## src/sld_pkg.sv

```systemverilog
// Shared types, constants and text tables for the serial LED dimmer.
// No dependencies; imported by every module of the block.
package sld_pkg;

    localparam int LINE_CHARS_DEF = 20;
    localparam int TEXT_KEEP      = 6;      // only the first six line chars matter
    localparam logic [2:0] EFF_MAX = 3'd7;  // text length saturates here

    localparam logic [7:0] CHAR_CR   = 8'h0D;
    localparam logic [7:0] CHAR_LF   = 8'h0A;
    localparam logic [7:0] CHAR_NUL  = 8'h00;
    localparam logic [7:0] CHAR_ZERO = 8'h30;
    localparam logic [7:0] CHAR_NINE = 8'h39;

    localparam logic [23:0] CMD_NED = "ned";
    localparam logic [23:0] CMD_OPP = "opp";
    localparam logic [31:0] CMD_LYS = "lys=";

    localparam logic [7:0] STEP_SIZE_RST  = 8'd6;
    localparam logic [5:0] MAX_LEVEL_RST  = 6'd32;
    localparam logic [7:0] FULL_DUTY_RST  = 8'd200;
    localparam logic [7:0] PWM_PERIOD_RST = 8'd200;

    typedef enum logic [1:0] {
        OP_BYTE,
        OP_DOWN,
        OP_UP,
        OP_TICK
    } op_t;

    typedef enum logic [1:0] {
        CFG_STEP_SIZE,
        CFG_MAX_LEVEL,
        CFG_FULL_DUTY,
        CFG_PWM_PERIOD
    } cfg_idx_t;

    typedef enum logic [1:0] {
        MSG_NONE,
        MSG_RETRY,
        MSG_NONUM,
        MSG_MANY
    } msg_t;

    typedef enum logic [1:0] {
        LOP_HOLD,
        LOP_DOWN,
        LOP_UP,
        LOP_SET
    } lvl_op_t;

    typedef struct packed {
        logic       act;
        logic       tick;
        lvl_op_t    op;
        logic [6:0] set_val;
    } dim_cmd_t;

    typedef struct packed {
        logic       is_ned;
        logic       is_opp;
        logic       lys;
        logic       too_long;
        logic       has_digit;
        logic [6:0] value;
    } line_eval_t;

    typedef struct packed {
        logic       kind;
        logic [7:0] data;
        logic       crlf;
        msg_t       msg;
    } desc_t;

    localparam int RETRY_LEN = 12;
    localparam int NONUM_LEN = 29;
    localparam int MANY_LEN  = 33;

    localparam logic [8*RETRY_LEN-1:0] RETRY_TXT =
        {"Prov igjen", CHAR_CR, CHAR_LF};
    localparam logic [8*NONUM_LEN-1:0] NONUM_TXT =
        {"Du tastet ikke inn et tall!", CHAR_CR, CHAR_LF};
    localparam logic [8*MANY_LEN-1:0] MANY_TXT =
        {"Du tastet inn for mange siffer!", CHAR_CR, CHAR_LF};

    function automatic logic is_digit(logic [7:0] c);
        return (c >= CHAR_ZERO) && (c <= CHAR_NINE);
    endfunction

    function automatic logic [5:0] msg_len(msg_t m);
        logic [5:0] n;
        unique case (m)
            MSG_NONE:  n = 6'd0;
            MSG_RETRY: n = 6'(RETRY_LEN);
            MSG_NONUM: n = 6'(NONUM_LEN);
            MSG_MANY:  n = 6'(MANY_LEN);
            default:   n = 6'd0;
        endcase
        return n;
    endfunction

    function automatic logic [7:0] msg_char(msg_t m, logic [5:0] idx);
        logic [7:0] ch;
        ch = CHAR_NUL;
        unique case (m)
            MSG_NONE:  ch = CHAR_NUL;
            MSG_RETRY: if (int'(idx) < RETRY_LEN)
                ch = RETRY_TXT[8*(RETRY_LEN-1-int'(idx)) +: 8];
            MSG_NONUM: if (int'(idx) < NONUM_LEN)
                ch = NONUM_TXT[8*(NONUM_LEN-1-int'(idx)) +: 8];
            MSG_MANY:  if (int'(idx) < MANY_LEN)
                ch = MANY_TXT[8*(MANY_LEN-1-int'(idx)) +: 8];
            default:   ch = CHAR_NUL;
        endcase
        return ch;
    endfunction

endpackage

```

## src/serial_command_led_dimmer_unit.sv

```systemverilog
// Top level of the serial command LED dimmer.
// Depends on sld_pkg, sld_line, sld_dimmer and sld_emit.
//
// Input channel (in_valid/in_ready): a request is a received byte, a down or
// up button press, or a PWM tick, selected by operation. Output channel
// (out_valid/out_ready): one result per cycle while out_ready holds, either a
// char to transmit (kind 0) or a port byte (kind 1); last marks the final result
// of a request. A byte gives 1 result (its echo); a carriage return gives 3, 15,
// 32 or 36 (echo, CR LF, reply text). A tick gives 1 result, a button press none.
// All state updates at the edge that accepts the request. The first result goes
// through the held response register, then the output register; the rest follow
// one per cycle while out_ready holds, paced by the single output register. The
// next request is taken in the cycle its predecessor's final result enters the
// output register, so unstalled single-result requests stream at one per cycle.
// A receiver stall holds the output register and, behind it, the input.
// Config writes (cfg_we/cfg_index/cfg_data) take effect at once and belong to
// idle periods. Reset clears the line, level, counter and pending results and
// loads the register defaults; no clearing pass is needed.
module serial_command_led_dimmer_unit import sld_pkg::*; #(
    parameter int LINE_CHARS = LINE_CHARS_DEF
) (
    input  logic       clk,
    input  logic       rst_n,
    input  logic       in_valid,
    output logic       in_ready,
    input  logic [1:0] operation,
    input  logic [7:0] rx_byte,
    input  logic       cfg_we,
    input  logic [1:0] cfg_index,
    input  logic [7:0] cfg_data,
    output logic       out_valid,
    input  logic       out_ready,
    output logic       kind,
    output logic [7:0] tx_char,
    output logic [7:0] port_value,
    output logic       last
);

    logic [7:0] step_size_reg;
    logic [5:0] max_level_reg;
    logic [7:0] full_duty_reg;
    logic [7:0] pwm_period_reg;

    op_t        op;
    logic       acc;
    logic       is_cr;
    logic       line_store, line_clear;
    line_eval_t line_eval;
    dim_cmd_t   dim_cmd;
    logic [7:0] dim_port;
    logic [5:0] dim_level;
    desc_t      desc;
    logic       push;
    logic       take_ready;

    always_ff @(posedge clk or negedge rst_n)
    begin
        if (!rst_n)
        begin
            step_size_reg  <= STEP_SIZE_RST;
            max_level_reg  <= MAX_LEVEL_RST;
            full_duty_reg  <= FULL_DUTY_RST;
            pwm_period_reg <= PWM_PERIOD_RST;
        end
        else if (cfg_we)
        begin
            unique case (cfg_idx_t'(cfg_index))
                CFG_STEP_SIZE:  step_size_reg  <= cfg_data;
                CFG_MAX_LEVEL:  max_level_reg  <= cfg_data[5:0];
                CFG_FULL_DUTY:  full_duty_reg  <= cfg_data;
                CFG_PWM_PERIOD: pwm_period_reg <= cfg_data;
                default:        step_size_reg  <= step_size_reg;
            endcase
        end
    end

    assign in_ready = take_ready;

    always_comb
    begin
        op         = op_t'(operation);
        acc        = in_valid && in_ready;
        is_cr      = rx_byte == CHAR_CR;
        line_store = acc && (op == OP_BYTE) && !is_cr;
        line_clear = acc && (op == OP_BYTE) && is_cr;

        dim_cmd.act     = acc;
        dim_cmd.tick    = acc && (op == OP_TICK);
        dim_cmd.op      = LOP_HOLD;
        dim_cmd.set_val = line_eval.value;
        unique case (op)
            OP_BYTE:
            begin
                if (is_cr)
                begin
                    priority if (line_eval.is_ned)
                        dim_cmd.op = LOP_DOWN;
                    else if (line_eval.is_opp)
                        dim_cmd.op = LOP_UP;
                    else if (line_eval.lys && !line_eval.too_long && line_eval.has_digit)
                        dim_cmd.op = LOP_SET;
                    else
                        dim_cmd.op = LOP_HOLD;
                end
            end
            OP_DOWN: dim_cmd.op = LOP_DOWN;
            OP_UP:   dim_cmd.op = LOP_UP;
            OP_TICK: dim_cmd.op = LOP_HOLD;
            default: dim_cmd.op = LOP_HOLD;
        endcase

        desc.kind = op == OP_TICK;
        desc.data = desc.kind ? dim_port : rx_byte;
        desc.crlf = (op == OP_BYTE) && is_cr;
        desc.msg  = MSG_NONE;
        if (desc.crlf)
        begin
            // step commands lack the set prefix and are answered as retries too
            if (!line_eval.lys)
                desc.msg = MSG_RETRY;
            else if (line_eval.too_long)
                desc.msg = MSG_MANY;
            else if (!line_eval.has_digit)
                desc.msg = MSG_NONUM;
        end
        push = acc && ((op == OP_BYTE) || (op == OP_TICK));
    end

    sld_line #(
        .LINE_CHARS(LINE_CHARS)
    ) u_line (
        .clk     (clk),
        .rst_n   (rst_n),
        .store   (line_store),
        .clear   (line_clear),
        .rx_byte (rx_byte),
        .eval    (line_eval)
    );

    sld_dimmer u_dimmer (
        .clk        (clk),
        .rst_n      (rst_n),
        .cmd        (dim_cmd),
        .step_size  (step_size_reg),
        .max_level  (max_level_reg),
        .full_duty  (full_duty_reg),
        .pwm_period (pwm_period_reg),
        .port_value (dim_port),
        .level      (dim_level)
    );

    sld_emit u_emit (
        .clk        (clk),
        .rst_n      (rst_n),
        .push       (push),
        .desc       (desc),
        .take_ready (take_ready),
        .out_valid  (out_valid),
        .out_ready  (out_ready),
        .kind       (kind),
        .tx_char    (tx_char),
        .port_value (port_value),
        .last       (last)
    );

    // level stays within the limit that was in force when the request came in
    a_level_bound: assert property (@(posedge clk) disable iff (!rst_n)
        acc |=> (dim_level <= $past(max_level_reg)))
        else $error("level above max_level after request");

    // a port update is always the only result of its tick
    a_port_last: assert property (@(posedge clk) disable iff (!rst_n)
        (out_valid && kind) |-> last)
        else $error("port update not marked last");

    a_port_no_char: assert property (@(posedge clk) disable iff (!rst_n)
        (out_valid && kind) |-> (tx_char == 8'd0))
        else $error("port update carries a transmit char");

    // a request that yields results is only taken once the sequencer is free
    a_push_free: assert property (@(posedge clk) disable iff (!rst_n)
        push |-> take_ready)
        else $error("request pushed while sequencer busy");

endmodule

```

## src/sld_line.sv

```systemverilog
// Line buffer: collects received chars and decodes the finished line.
// Depends on sld_pkg.
module sld_line import sld_pkg::*; #(
    parameter int LINE_CHARS = LINE_CHARS_DEF
) (
    input  logic       clk,
    input  logic       rst_n,
    input  logic       store,
    input  logic       clear,
    input  logic [7:0] rx_byte,
    output line_eval_t eval
);

    localparam int LEN_W = $clog2(LINE_CHARS + 1);

    logic [7:0]       text_reg [TEXT_KEEP];
    logic [2:0]       eff_reg, eff_next;
    logic             zero_reg, zero_next;
    logic [LEN_W-1:0] len_reg, len_next;
    logic             wr_en;
    logic             room;
    logic             d4, d5;
    logic [3:0]       v4, v5;

    // Text length ends at the first NUL; later chars never count.
    always_comb
    begin
        eff_next  = eff_reg;
        zero_next = zero_reg;
        len_next  = len_reg;
        wr_en     = 1'b0;
        room      = len_reg < LEN_W'(LINE_CHARS);
        if (clear)
        begin
            eff_next  = '0;
            zero_next = 1'b0;
            len_next  = '0;
        end
        else if (store && room)
        begin
            len_next = len_reg + LEN_W'(1);
            if (!zero_reg)
            begin
                if (rx_byte == CHAR_NUL)
                begin
                    zero_next = 1'b1;
                end
                else
                begin
                    wr_en = eff_reg < 3'(TEXT_KEEP);
                    if (eff_reg != EFF_MAX)
                    begin
                        eff_next = eff_reg + 3'd1;
                    end
                end
            end
        end
    end

    always_ff @(posedge clk or negedge rst_n)
    begin
        if (!rst_n)
        begin
            eff_reg  <= '0;
            zero_reg <= 1'b0;
            len_reg  <= '0;
        end
        else
        begin
            eff_reg  <= eff_next;
            zero_reg <= zero_next;
            len_reg  <= len_next;
        end
    end

    always_ff @(posedge clk)
    begin
        if (wr_en)
        begin
            text_reg[eff_reg] <= rx_byte;
        end
    end

    always_comb
    begin
        d4 = (eff_reg >= 3'd5) && is_digit(text_reg[4]);
        d5 = (eff_reg >= 3'd6) && is_digit(text_reg[5]);
        v4 = text_reg[4][3:0];
        v5 = text_reg[5][3:0];
        eval.is_ned = (eff_reg == 3'd3)
            && ({text_reg[0], text_reg[1], text_reg[2]} == CMD_NED);
        eval.is_opp = (eff_reg == 3'd3)
            && ({text_reg[0], text_reg[1], text_reg[2]} == CMD_OPP);
        eval.lys = (eff_reg >= 3'd4)
            && ({text_reg[0], text_reg[1], text_reg[2], text_reg[3]} == CMD_LYS);
        eval.too_long  = eff_reg == EFF_MAX;
        eval.has_digit = d4 || d5;
        // first digit run of at most two chars
        if (d4 && d5)
        begin
            eval.value = 7'({v4, 3'b000}) + 7'({v4, 1'b0}) + 7'(v5);
        end
        else if (d4)
        begin
            eval.value = 7'(v4);
        end
        else
        begin
            eval.value = 7'(v5);
        end
    end

endmodule

```

## src/sld_dimmer.sv

```systemverilog
// Brightness level and PWM counter, with the port byte for a tick.
// Depends on sld_pkg.
module sld_dimmer import sld_pkg::*; (
    input  logic       clk,
    input  logic       rst_n,
    input  dim_cmd_t   cmd,
    input  logic [7:0] step_size,
    input  logic [5:0] max_level,
    input  logic [7:0] full_duty,
    input  logic [7:0] pwm_period,
    output logic [7:0] port_value,
    output logic [5:0] level
);

    logic [5:0]  level_reg, level_next;
    logic [7:0]  cnt_reg, cnt_next;
    logic [5:0]  lvl_sat;
    logic [6:0]  lvl_inc;
    logic [7:0]  cnt_inc;
    logic [13:0] duty_prod;
    logic        at_full;
    logic        on_phase;

    always_comb
    begin
        // a lowered max_level takes hold at the next request
        lvl_sat = (level_reg >= max_level) ? max_level : level_reg;
        lvl_inc = 7'(lvl_sat) + 7'd1;
        unique case (cmd.op)
            LOP_HOLD: level_next = lvl_sat;
            LOP_DOWN: level_next = (lvl_sat != 6'd0) ? lvl_sat - 6'd1 : lvl_sat;
            LOP_UP:   level_next = (lvl_inc >= 7'(max_level)) ? max_level : lvl_inc[5:0];
            LOP_SET:  level_next = (cmd.set_val >= 7'(max_level))
                                   ? max_level : cmd.set_val[5:0];
            default:  level_next = lvl_sat;
        endcase
    end

    always_comb
    begin
        cnt_inc   = cnt_reg + 8'd1;
        duty_prod = 14'(lvl_sat) * 14'(step_size);
        at_full   = lvl_sat >= max_level;
        if (at_full)
        begin
            on_phase = cnt_inc <= full_duty;
        end
        else
        begin
            on_phase = 14'(cnt_inc) <= duty_prod;
        end
        port_value = {1'b1, ~lvl_sat, ~on_phase};
        cnt_next   = (cnt_inc == pwm_period) ? 8'd0 : cnt_inc;
    end

    always_ff @(posedge clk or negedge rst_n)
    begin
        if (!rst_n)
        begin
            level_reg <= '0;
            cnt_reg   <= '0;
        end
        else
        begin
            if (cmd.act)
            begin
                level_reg <= level_next;
            end
            if (cmd.tick)
            begin
                cnt_reg <= cnt_next;
            end
        end
    end

    assign level = level_reg;

endmodule

```

## src/sld_emit.sv

```systemverilog
// Result sequencer: holds one response and plays its chars into the output register.
// Depends on sld_pkg.
module sld_emit import sld_pkg::*; (
    input  logic       clk,
    input  logic       rst_n,
    input  logic       push,
    input  desc_t      desc,
    output logic       take_ready,
    output logic       out_valid,
    input  logic       out_ready,
    output logic       kind,
    output logic [7:0] tx_char,
    output logic [7:0] port_value,
    output logic       last
);

    logic       cur_valid_reg;
    desc_t      cur_reg;
    logic [5:0] pos_reg;
    logic       out_valid_reg;
    logic       kind_reg, last_reg;
    logic [7:0] tx_reg, port_reg;

    logic [5:0] len;
    logic       advance;
    logic       at_last;
    logic       cur_done;
    logic [7:0] ch;

    always_comb
    begin
        len      = 6'd1 + (cur_reg.crlf ? 6'd2 : 6'd0) + msg_len(cur_reg.msg);
        advance  = cur_valid_reg && (!out_valid_reg || out_ready);
        at_last  = pos_reg == (len - 6'd1);
        cur_done = advance && at_last;
        take_ready = !cur_valid_reg || cur_done;
        // echo or port byte, then CR LF, then reply text
        if (pos_reg == 6'd0)
        begin
            ch = cur_reg.data;
        end
        else if (pos_reg == 6'd1)
        begin
            ch = CHAR_CR;
        end
        else if (pos_reg == 6'd2)
        begin
            ch = CHAR_LF;
        end
        else
        begin
            ch = msg_char(cur_reg.msg, pos_reg - 6'd3);
        end
    end

    always_ff @(posedge clk or negedge rst_n)
    begin
        if (!rst_n)
        begin
            cur_valid_reg <= 1'b0;
            pos_reg       <= '0;
            out_valid_reg <= 1'b0;
        end
        else
        begin
            if (push)
            begin
                cur_valid_reg <= 1'b1;
                pos_reg       <= '0;
            end
            else if (cur_done)
            begin
                cur_valid_reg <= 1'b0;
            end
            else if (advance)
            begin
                pos_reg <= pos_reg + 6'd1;
            end

            if (advance)
            begin
                out_valid_reg <= 1'b1;
            end
            else if (out_ready)
            begin
                out_valid_reg <= 1'b0;
            end
        end
    end

    always_ff @(posedge clk)
    begin
        if (push)
        begin
            cur_reg <= desc;
        end
        if (advance)
        begin
            kind_reg <= cur_reg.kind;
            tx_reg   <= cur_reg.kind ? 8'd0 : ch;
            port_reg <= cur_reg.kind ? cur_reg.data : 8'd0;
            last_reg <= at_last;
        end
    end

    assign out_valid  = out_valid_reg;
    assign kind       = kind_reg;
    assign tx_char    = tx_reg;
    assign port_value = port_reg;
    assign last       = last_reg;

endmodule
```

## config.mk

```make
export PLATFORM = sky130hd
export DESIGN_NAME = serial_command_led_dimmer_unit
export DESIGN_NICKNAME = d
export VERILOG_FILES = /design/src/sld_pkg.sv /design/src/serial_command_led_dimmer_unit.sv /design/src/sld_line.sv /design/src/sld_dimmer.sv /design/src/sld_emit.sv
export SDC_FILE = /design/constraint.sdc
export NUM_CORES = 1
export LEC_CHECK = 0
export BUFFER_PORTS_ARGS = -buffer_cell sky130_fd_sc_hd__clkbuf_2
export CAP_MARGIN = 40
export CORE_MARGIN = 3
export CORE_UTILIZATION = 55
export DETAILED_ROUTE_END_ITERATION = 8
export GPL_TIMING_DRIVEN = 0
export PLACE_DENSITY_LB_ADDON = 0.08
export SYNTH_ARGS = -nofsm -noshare
export SYNTH_HDL_FRONTEND = slang
export SYNTH_SLANG_ARGS = --single-unit
export TNS_END_PERCENT = 20
```

## constraint.sdc

```tcl
create_clock -name clk -period 12.4 [get_ports clk]
set_clock_uncertainty 0.15 [all_clocks]
set_input_delay 1.86 -clock clk [delete_from_list [all_inputs] [get_ports clk]]
set_output_delay 1.86 -clock clk [all_outputs]
set_load 0.005 [all_outputs]
```

* Word-level counts from Yosys, hierarchy flattened
Memories as Yosys holds them, arrays and structs flattened. Cells that the tools add are included.
Storage, ports and cells: word-level logic and storage cells 186, memories kept 1, input bits 25, memory bits (read-only) 0, bits in latches 0, RAM bits 48, flip-flop bits (word level) 91
Memories:
- u_line.text_reg | words 6, width 8, rd ports 6, clocked after memory_dff 0, wr ports 1, RTL line sld_line.sv:16 | logic [7:0] text_reg [TEXT_KEEP];
Operators by class: eq/ne operators 26, $mul 1, magnitude comparators 18, bitwise gates (word level) 2, divide/modulo/power cells 0, shifts and indexed selects 3, muxes and demuxes 51, reduce and logical (&&, ||, !) cells 47, add/subtract/negate cells 15
Operator list (count):
- variable part select 264 x 32 -> 8 bit, first input constant | 1
- variable part select 232 x 32 -> 8 bit, first input constant | 1
- variable part select 96 x 32 -> 8 bit, first input constant | 1
- 2-to-1 mux 8 bit | 7
- equality test 24 x 23 -> 1 bit, second input constant | 2
- case mux 6 bit (4 select lines) | 2
- 2-to-1 mux 6 bit | 7
- equality test 32 x 31 -> 1 bit, second input constant | 1
- case mux 8 bit (4 select lines) | 1
- logical AND 1 bit | 20
- equality test 2 bit, second input constant | 8
- greater-or-equal comparator 8 x 6 -> 1 bit, second input constant | 2
- less-or-equal comparator 8 x 6 -> 1 bit, second input constant | 2
- 2-to-1 mux 1 bit | 16
- 2-to-1 mux 3 bit | 5
- greater-or-equal comparator 7 x 6 -> 1 bit | 2
- less-or-equal comparator 8 x 14 -> 1 bit | 1
- multiplier 6 x 8 -> 14 bit | 1
- 2-to-1 mux 2 bit | 7
- 2-to-1 mux 7 bit | 2
- greater-or-equal comparator 6 bit | 2
- AND reduction 2 bit | 6
- subtractor 6 x 1 -> 6 bit, second input constant | 2
- 2-to-1 mux 5 bit | 2
- 42 further kinds | 62

* Longest topological paths before layout
depth after elaboration 15, depth in mapped cells 31, depth with buffers taken out 28

* Modules after synthesis
A second synthesis with hierarchy kept.
Second synthesis, totals: cells, all modules 1208, area, all modules 11604.9 µm²
Modules (own cells, without submodules):
- sld_dimmer | area each 4065.1 µm², sequential area each 350.3 µm², cells an instance 502, instances 1
- sld_emit | area each 3574.7 µm², sequential area each 1101.1 µm², cells an instance 430, instances 1
- sld_line | area each 2532.4 µm², sequential area each 1666.6 µm², cells an instance 173, instances 1
- serial_command_led_dimmer_unit | area each 1432.6 µm², sequential area each 762.0 µm², cells an instance 103, instances 1

* Least setup slack after synthesis
No wires, ideal clock.
kind flip-flop to flip-flop, from reg max_level_reg[3], to reg u_emit.cur_reg[3] (netlist name), data pin, data required time 12.098 ns, cell stages (with the launch flop) 29, library setup time 0.152 ns, arrival 6.255 ns, slack 5.843 ns, buffers on the path 3, period minus slack after synthesis 6.557 ns, cell sequence dfrtp_1 > clkbuf_1 > inv_1 > ha_1 > and3_1 > a21oi_1 > clkbuf_1 > mux2_2 > clkbuf_1 > and2_1 > fa_1 > inv_1 > fa_1 > fa_1 > inv_1 > ha_1 > a21oi_1 > nor2b_1 > nor2_1 > xor2_1 > ha_1 > and3_1 > nand3_1 > a21oi_1 > nor2_1 > a21oi_1 > nand3_1 > or4_1 > a31oi_1
RTL lines:
- from (decl) | RTL line serial_command_led_dimmer_unit.sv:40 | logic [5:0] max_level_reg;
- from (signal assigned) | RTL line serial_command_led_dimmer_unit.sv:69 | CFG_MAX_LEVEL: max_level_reg <= cfg_data[5:0];
- to (signal assigned) | RTL line sld_emit.sv:95 | cur_reg <= desc;
- to (decl) | RTL line sld_emit.sv:18 | desc_t cur_reg;

==> out/qor.yml <==
globalplace.congestion: 0.934
async_flop_share_pct: 43.9
clock_path_buffers: 2
ant_nets: 0
clk_latency_ps: 430
drv_slew: 0
ys.flop_type: "edfxtp_1"
largest_reg_flops: 48
clkTransAtPathRegs_ps: 60
syn_area_per_cell_sq_um: 9.83
vias: 8236
antenna_found_initial: 0
first_global_vias: 7901
fillers: 1520
wl_um: 24800
synth_top_area_cell: "edfxtp_1"
cp-end-kind: "flip-flop"
finalSetupTns_ps: 0
cp_slowest_cell: "fa_1"
startpoint_type: "flip-flop"
synth_edf_count: 78
track_usage_pct: 24.9
crit_type: "flip-flop to flip-flop"
start_util_pct: 57.2
period_needed_ps: 7910
die_w_um: 144
drt_iter0_markers: 578
grt_pass1_wl_um: 40800
finalSetupViolCount: 0
row_count: 49
critPathMaxStageDelay_ps: 540
cts_inserted_buffers: 17
rsz0062_at_grt: "false"
critical_path_required_ps: 12520
holdBufCountCts: 0
cts-root-buf: "clkbuf_16"
fin_ws_ps: 4490
cts_tree: "done"
max_clock_freq_mhz: 126
cpLargestDelayFamily: "adder cells"
cts_resized: 0
cts_setup_buffers: 0
syn_nets: 1215
drc_errors: 0
pre_cts_slack_ps: 4690
seq_area_sq_um: 3880
synth.most_common_cell: "ha_1"
hpwl_um: 18700
drt-pass1-iter-count: 5
fin_nets: 1287
synth_top_area_share_pct: 22.3
overflow: 0
synthCells: 1068
portBuffers: 44
clkSinkCount: 139
syn_to_final_growth_pct: 11.6
fin_crit_sh_pct: 63.8
multi_input_area_sq_um: 6140
synth_area_sq_um: 10500
drv_cap: 0
dp.cells: 1350
synth_cell_types: 89
n_antenna_cell: 0
ys_warn_count: 0
synth_common_cells: "ha_1, nand2_1, inv_1"
grt_max_degree: 40
cp.arrival_ps: 8030
hold_path.class: "flip-flop to flip-flop"
ys_seq_area_share_pct: 37.0
layout-drive-gt1-share_pct: 14.9
ys_ff_latch: 139
die-area_sq_um: 20800
dieHeight_um: 144
io_pins: 45
tightest_slew_ps: 835
critPathMaxFanout: 10
finalHoldViolCount: 0
core_area_sq_um: 18300
h-tree-depth: 4
status: "complete, no violations"
instances_no_fill: 1382
crit_buf_inv: 7
slew_headroom_pct: 43.8
avgViaCountPerCell: 5.96
post_drt_wl_per_cell_um: 18.0
synth_area_leaders: "edfxtp_1, dfrtp_1, ha_1"
[routing by layer]
metal  share of wire (%)  wire, um  global-route usage (%)  vias to the layer above
met2                  46     11400                    39.6                      265
met1                  46     11500                    35.9                     3937
met3                 5.6      1380                    3.17                       54
li1                    -         -                       -                     3980
met5                   0         0                       0                        -
met4                 2.3       580                    7.90                        0
[area by class of cell]
type                    instances  share of cell area, %
multi-input cells             809                   52.5
flip-flops and latches        139                   33.1
clock buffers                  18                   3.67
inverters                      83                   2.66
repair buffers                 53                   2.56
well taps                     229                   2.45
clock inverters                14                   1.54
plain buffers                  37                   1.52
[kinds of logic after synthesis]
logic type	count (synthesis)	synth area share, %
and+or+nand+nor	363	18.0
AOI/OAI and AO/OA	216	13.7
DFF	139	37.0
adders and majority gates	122	16.5
buffers and inverters	120	4.66
xor gates and xnor gates	59	5.07
muxes	49	5.17
[path summary, 6_finish.rpt]
check                      slack (ps)        startpoint                 to  cells past startpoint
max                              4490  max_level_reg[3]  u_emit.cur_reg[3]                     29
min                               360  max_level_reg[4]   max_level_reg[4]                      1
max reg2reg                      4490  max_level_reg[3]  u_emit.cur_reg[3]                     29
min reg2reg                       360  max_level_reg[4]   max_level_reg[4]                      1
max in group asynchronous       10270             rst_n   full_duty_reg[7]                      2
min in group asynchronous        1220             rst_n  u_line.len_reg[0]                      1
[metrics by stage]
| step | util, % | instance area [sq um] | hold WS (ps) |
|---|---|---|---|
| 6_report | 63.9 | 11700 | 356 |
| 5_1_grt | 63.9 | 11700 | 376 |
| 4_1_cts | 63.9 | 11700 | 358 |
| 3_5_place_dp | 60.5 | 11100 | 344 |
| 3_3_place_gp | 60.0 | 11000 | 338 |
| 2_1_floorplan | - | 10500 | 319 |
[cells in the final DEF, fill, tap and decap left out, types with 10 or more instances in the layout]
cell       count
a21o_1        10
dfrtp_1       52
inv_1         80
o21ai_0       56
xor2_1        20
nand2b_1      10
nor2b_1       10
mux2i_1       10
fa_1          27
and2_1        47
edfxtp_1      78
nand3_1       30
nor2_1        79
a21oi_1       56
clkbuf_1      23
clkbuf_2      43
o22ai_1       13
ha_1          95
mux2_2        38
buf_2         12
nor3_1        24
nand2_1       94
clkbuf_16     17
xnor2_1       37
Power is left out: the tool's default activity adds up to more than one toggle a clock period on the data nets, which glitch-free logic cannot reach.
